File: src/rtl/core/tfpl_pkg.sv
// Shared types, codes and constants of the triangle fan point locator.
// No dependencies; used by every module of the block.
`default_nettype none

package tfpl_pkg;

  localparam int DEF_MAX_VERTICES = 4096;
  localparam int DEF_FAN_SIZE     = 12;

  localparam int IDX_W    = 12;
  localparam int SLOT_W   = 4;
  localparam int COORD_W  = 32;
  localparam int AREA_W   = 62;
  localparam int SUB_W    = 63;
  localparam int WEIGHT_W = 17;
  localparam int TOL_W    = 20;

  localparam logic [TOL_W-1:0]    TOL_RESET   = 20'd110;
  localparam logic [WEIGHT_W-1:0] WEIGHT_ONE  = 17'd65536;
  localparam logic [SUB_W-1:0]    AREA_CLAMP  = (63'd1 << 62) + (63'd1 << 21);

  // mode codes (s_tuser)
  localparam logic [1:0] MODE_VERTEX = 2'd0;
  localparam logic [1:0] MODE_FAN    = 2'd1;
  localparam logic [1:0] MODE_LOCATE = 2'd2;

  // result status codes (m_tuser[1:0])
  localparam logic [1:0] ST_INSIDE   = 2'd0;
  localparam logic [1:0] ST_INTERIOR = 2'd1;
  localparam logic [1:0] ST_BOUNDARY = 2'd2;

  // register index on the APB port (paddr[2])
  localparam logic REG_AREA_TOL = 1'b0;

  // s_tdata bit offsets
  localparam int IN_V_LO    = 0;
  localparam int IN_SLOT_LO = 12;
  localparam int IN_X_LO    = 16;
  localparam int IN_Y_LO    = 48;
  localparam int IN_BND     = 80;
  localparam int IN_B_LO    = 81;
  localparam int IN_C_LO    = 93;
  localparam int IN_AREA_LO = 105;
  localparam int IN_DATA_W  = 168;
  localparam int OUT_DATA_W = 80;

  typedef enum logic [3:0] {
    S_IDLE,
    S_VREQ,
    S_VLATCH,
    S_FREQ,
    S_FLATCH,
    S_BLATCH,
    S_CLATCH,
    S_MUL,
    S_MDRAIN,
    S_TEST,
    S_FBREQ,
    S_FBLATCH,
    S_DSTART,
    S_DWAIT,
    S_OUT
  } state_t;

  typedef struct packed {
    logic                busy;
    logic                done;
    logic [WEIGHT_W-1:0] q;
  } div_rsp_t;

  // Join two signed 64-bit magnitudes into |p1 - p2|, clamped.
  function automatic logic [SUB_W-1:0] sub_area_join(input logic [63:0] m1,
                                                     input logic        n1,
                                                     input logic [63:0] m2,
                                                     input logic        n2);
    logic [64:0] s;
    logic [63:0] d;
    s = 65'(m1) + 65'(m2);
    d = (m1 >= m2) ? (m1 - m2) : (m2 - m1);
    if (n1 != n2) begin
      if (s > 65'(AREA_CLAMP)) return AREA_CLAMP;
      return s[SUB_W-1:0];
    end
    if (d > 64'(AREA_CLAMP)) return AREA_CLAMP;
    return d[SUB_W-1:0];
  endfunction

endpackage

`default_nettype wire

File: src/rtl/core/tfpl_div.sv
// Restoring divider for one Q1.16 weight: floor(part*65536/whole), saturated.
// Depends on tfpl_pkg.
`default_nettype none

module tfpl_div
  import tfpl_pkg::*;
(
  input  wire logic              clk,
  input  wire logic              rst,
  input  wire logic              start,
  input  wire logic [SUB_W-1:0]  part,
  input  wire logic [AREA_W-1:0] whole,
  output div_rsp_t               rsp
);

  logic [SUB_W-1:0]    rem;
  logic [WEIGHT_W-1:0] quo;
  logic [4:0]          cnt;
  logic                busy;
  logic                done;
  logic [SUB_W-1:0]    rem_sh;

  assign rem_sh = {rem[SUB_W-2:0], 1'b0};

  always_ff @(posedge clk) begin
    if (rst) begin
      busy <= 1'b0;
      done <= 1'b0;
    end else begin
      done <= 1'b0;
      if (start) begin
        if (part >= SUB_W'(whole)) begin
          quo  <= WEIGHT_ONE;
          done <= 1'b1;
        end else begin
          rem  <= part;
          quo  <= '0;
          cnt  <= 5'd16;
          busy <= 1'b1;
        end
      end else if (busy) begin
        // one quotient bit per cycle
        if (rem_sh >= SUB_W'(whole)) begin
          rem <= rem_sh - SUB_W'(whole);
          quo <= {quo[WEIGHT_W-2:0], 1'b1};
        end else begin
          rem <= rem_sh;
          quo <= {quo[WEIGHT_W-2:0], 1'b0};
        end
        cnt <= cnt - 5'd1;
        if (cnt == 5'd1) begin
          busy <= 1'b0;
          done <= 1'b1;
        end
      end
    end
  end

  assign rsp.busy = busy;
  assign rsp.done = done;
  assign rsp.q    = quo;

endmodule

`default_nettype wire

File: config.mk
export PLATFORM = sky130hd
export DESIGN_NAME = tfpl_div
export DESIGN_NICKNAME = d
export VERILOG_FILES = /design/src/rtl/core/tfpl_pkg.sv /design/src/rtl/core/tfpl_div.sv
export SDC_FILE = /design/constraint.sdc
export NUM_CORES = 1
export LEC_CHECK = 0
export ABC_AREA = 1
export BUFFER_PORTS_ARGS = -buffer_cell sky130_fd_sc_hd__buf_2
export CAP_MARGIN = 20
export CORE_MARGIN = 2
export CORE_UTILIZATION = 50
export CTS_CLUSTER_DIAMETER = 150
export DETAILED_ROUTE_END_ITERATION = 16
export PLACE_DENSITY = 0.73
export SLEW_MARGIN = 20
export SYNTH_ARGS = -nofsm -noshare
export SYNTH_HDL_FRONTEND = slang
export SYNTH_SLANG_ARGS = --single-unit
File: constraint.sdc
create_clock -name clk -period 8.4 [get_ports clk]
set_input_delay 1.68 -clock clk [delete_from_list [all_inputs] [get_ports clk]]
set_output_delay 1.68 -clock clk [all_outputs]
set_load 0.05 [all_outputs]
---- Word level (Yosys, flattened, before mapping) ----
Index checks and enable logic that the tools add are counted.
storage, ports and cells
  output and inout bits ................... 19
  input port bits ......................... 128
  flip-flop bits (word level) ............. 86
  word-level logic and storage cells ...... 34
operators by class
  reductions and logical operators ........ 3
  $add $sub $neg .......................... 2
  muxes and demuxes ....................... 19
  bitwise operators ....................... 1
  $lt $le $gt $ge ......................... 2
  eq/ne operators ......................... 2
operators with widths
  kind                                                                    number
  62-bit two-way mux                                                      4
  63-bit by 62-bit >= comparator with 1-bit output                        2
  62-bit subtractor                                                       1
  17-bit two-way mux                                                      3
  5-bit two-way mux                                                       3
  1-bit two-way mux                                                       9
  5-bit by 1-bit equality test with 1-bit output (second input constant)  1
  5-bit by 1-bit subtractor with 5-bit output (second input constant)     1
  3-bit AND reduction                                                     1
  2-bit != test (second input constant)                                   1
  2-bit AND reduction                                                     1
  2-bit nonzero test                                                      1
  1-bit NOT                                                               1

---- Depth between registers and ports, before layout ----
  word-level depth ........................ 4
  depth in mapped cells ................... 18
  gate-level depth less buffers ........... 18

---- Least setup slack after synthesis ----
OpenSTA, ideal clock, no wires.
  kind .................................... input port to flip-flop
  start point ............................. input port start
  end point ............................... register cnt[0] (enable)
  arrival time ............................ 7,892 ps
  path slack .............................. -86 ps
  stages on the path ...................... 4
  cells stage by stage .................... inv_1 clkbuf_1 a21oi_1 a21boi_0
between the ends
  longest elaborated chain between the ends .. 2
ends and longest elaborated chain
  item                                                                  RTL line        source
  start: declaration                                                    tfpl_div.sv:10  input wire logic start,
  2-bit != test (no source line) or 2-bit nonzero test (tied branches)  n/a
  3-bit AND reduction (no source line) *                                n/a
  end signal: assignment                                                tfpl_div.sv:50  cnt <= cnt - 5'd1;
  end: declaration                                                      tfpl_div.sv:18  logic [4:0] cnt;
Mark *: on every way between the ends. The rest lies on a longest branch, timed or not.
A chain may end at the register's enable or synchronous reset.

---- Final worst setup path ----
  start point ............................. input port whole[45]
  end point ............................... register rem[43], data pin
between the ends
  longest elaborated chain between the ends .. 4
ends and longest elaborated chain
  item                                              RTL line        source
  start: declaration                                tfpl_div.sv:12  input wire logic [AREA_W-1:0] whole,
  63-bit by 62-bit >= comparator with 1-bit output  tfpl_div.sv:43  if (rem_sh >= SUB_W'(whole)) begin
  62-bit two-way mux                                tfpl_div.sv:43
  62-bit two-way mux                                tfpl_div.sv:41  end else if (busy) begin
  62-bit two-way mux                                tfpl_div.sv:31  if (start) begin
  end signal: assignment                            tfpl_div.sv:36  rem <= part;
  end signal: assignment                            tfpl_div.sv:44  rem <= rem_sh - SUB_W'(whole);
  end signal: assignment                            tfpl_div.sv:47  rem <= rem_sh;
  end: declaration                                  tfpl_div.sv:16  logic [SUB_W-1:0] rem;
Every way passes these cells. The select of a mux whose other input is x is not followed.

==> impl_metrics.ini <==
[outcome]
status = completed

[cts]
root_buffer = clkbuf_16
cts.sinks = 86
ctsHoldBuffers = 0
clk_pin_slew_ps = 80
cts_post_setup_buffers_inserted = 0
htree_num_levels = 3
cts_made_buffers = 9
cts_tree = built
cts_resized = 0
cts_max_path_buffers = 2
clk_latency_ps = 380

[setup_path]
path_buf_inv = 4
worstSetupEndpoint = rem[43]
cp_cell_sequence = buf_2 -> inv_1 -> ha_1 -> nand2_1 -> nor2_1 -> inv_1 -> nor2_2 -> nand2_1 -> nor2_1 -> nand2_1 -> nand3_1 -> nor2_4 -> buf_4 -> nand2_4 -> nand2_2 -> nand2_1 -> nand2_1 -> nand2_1
rr_startpoint = rem[47]
worstPathMaxFanout = 62
critPathArrivalTime_ps = 5230
critPathMostFrequentCell = nand2_1
crit_path_start_kind = input pin
r2r_slack_ps = 4360
cp-startpoint = whole[45]
rr_endpoint = rem[43]
cp_top_family = simple AND/OR/NAND/NOR gates
ff2ff_path_depth = 16
crit_path_top_delay_cell = nand2_2
crit_required_ps = 8640
cp-end-kind = flip-flop
slowest_delay_ps = 620
crit_type = in2reg
cp.depth = 18

[logic_synthesis]
ys_warn_count = 0
mappedNetlistArea_um2 = 12000
synth_seq_cells = 86
syn-num-nets = 2341
syn-instance-count = 2086
synthFlopType = edfxtp_1
ys_async_sr_fraction_pct = 0
syn_avg_cell_area_um2 = 5.755
synth_cell_types = 41
synth-edff-count = 84
synth_seq_area_share_pct = 21.35

[grt]
overflow = 0
grt_use_met3_pct = 4.506
grt_max_degree = 84
grt-busiest-layer = met2
use_met2_pct = 51.27
grtUsageMet1_pct = 44.12
grt.total_usage_pct = 31.95
grt_pass1_wl_mm = 63.57
antenna_found_initial = 0
grt_pass1_vias = 12120

[routing]
wirelength_mm = 40.73
ant_nets = 0
drtIter0Drc = 1033
first_pass_iters = 5
viasPerCell = 5.063
drc = 0
wl_per_cell_um = 16.05
num_vias = 12850

[finish]
final_nets = 2469
final_common_cell = nand2_1
num_antenna_cells = 0
area_delta_synth_final_pct = 10.81
layout-drive-gt1-share_pct = 8.923
mostFrequentLayoutCells = nand2_1, inv_1, nor2_1

[die]
dieWidth_um = 158.9
num_rows = 56
io_pins = 147
die_h_um = 158.9
initial_core_util_pct = 50.99
dieArea_um2 = 25260
core_area_um2 = 23540

[timing]
setup_tns_ps = 0
final_hold_viol_count = 0
fmax_mhz = 200.4
relSlewSlack_pct = 34.58
holdWs_ps = 532.1
slew_violations = 0
finClkSkew_ps = 21.10
setup_viol = 0
rsz0062_at_grt = false
min_period_over_period_pct = 59.42
worst_pin_slew_ps = 981.3
min_period_ps = 4991

[flow_run]
cap_violations = 0

[power]
powerDensity_nw_per_um2 = 128.9
vdd_drop_max_mv = 0.1067
p_leak_nw = 7.928

[placed_design]
portBuffers = 146
dp_hpwl_mm = 33.44
gp_congestion = 0.9701

[worst_hold_path]
hold_class = reg2reg
[kinds of logic (layout without fill, tap and decap cells)]
logic type	after synthesis	in the layout	share of synthesized area, %
AOI/OAI and AO/OA	90	90	3.971
xor gates and xnor gates	25	25	1.824
adders and majority gates	127	127	13.30
buffers and inverters	464	597	14.94
DFF	86	86	21.35
and+or+nand+nor	1294	1294	44.62
[where the power goes]
part	switching (W)	internal [W]
Combinational	0.000496	0.000246
Sequential	0.0000151	0.000512
Clock	0.000235	0.000212
[routing by layer]
metal,vias up,part of all wire [%]
met3,64,6.9
met4,0,3.2
li1,6629,-
met5,-,0
met1,5724,47
met2,432,43
[area by class of cell]
type                            count  area (um2)
Clock buffer                        9       225.2
Sequential cell                    86        2562
Clock inverter                      7       72.57
Timing Repair Buffer              150       760.7
Fill cell                        2468       10240
Multi-Input combinational cell   1536        7664
Tap cell                          319       399.1
Inverter                          431        1618
[cells in the mapped netlist (4+ instances only)]
cell / number / area, um2
a21o_1: 4 / 30.03
a21oi_1: 66 / 330.3
and2_1: 4 / 25.02
buf_1: 4 / 15.01
buf_2: 5 / 25.02
buf_4: 6 / 45.04
clkbuf_1: 15 / 56.30
edfxtp_1: 84 / 2522
ha_1: 126 / 1577
inv_1: 424 / 1592
inv_2: 6 / 22.52
nand2_1: 905 / 3397
nand2_2: 5 / 31.28
nand3_1: 128 / 640.6
nand3b_1: 39 / 292.8
nand4_1: 26 / 162.7
nor2_1: 152 / 570.6
nor2_2: 9 / 56.30
nor3_1: 11 / 55.05
o21ai_0: 12 / 60.06
xnor2_1: 24 / 210.2
[stage by stage]
| stage | area, um2 | util [%] | cells | worst slack, ps | power, W |
|---|---|---|---|---|---|
| detailed placement | 13000 | 55.23 | 2522 | 3065 | 0.001267 |
| floorplan | 12000 | - | 2086 | 1655 | 0.001050 |
| finish | 13300 | 56.50 | 2538 | 3409 | 0.001715 |
| global placement | 13000 | 55.23 | 2522 | 3139 | 0.001255 |
| CTS | 13300 | 56.50 | 2538 | 3454 | 0.001708 |
| global route | 13300 | 56.50 | 2538 | 2966 | 0.001818 |
[worst min-delay path by stage]
stage / depth (start not counted) / endpoint / slack, ps / from
CTS: 2 / busy / 520 / busy
global placement: 2 / busy / 490 / busy
floorplan: 2 / busy / 460 / busy
global route: 2 / busy / 560 / busy
detailed placement: 2 / busy / 500 / busy
finish: 2 / busy / 530 / busy
[worst reg2reg max path, stage by stage, from the launching register on]
cell and delay (ps):
edfxtp_1 460, ha_1 460, nand2_1 170, nor2_1 310
inv_1 90, nor2_2 130, nand2_1 60, nor2_1 90
nand2_1 60, nand3_1 110, nor2_4 40, buf_4 240
nand2_4 650, nand2_2 650, nand2_1 250, nand2_1 70
nand2_1 60
[flip-flops by register name, summed over array words and instances (netlist names)]
register,cells
cnt,5
quo,17
rem,62
done,1
busy,1
Note: power is estimated with default switching activity, not from simulation.
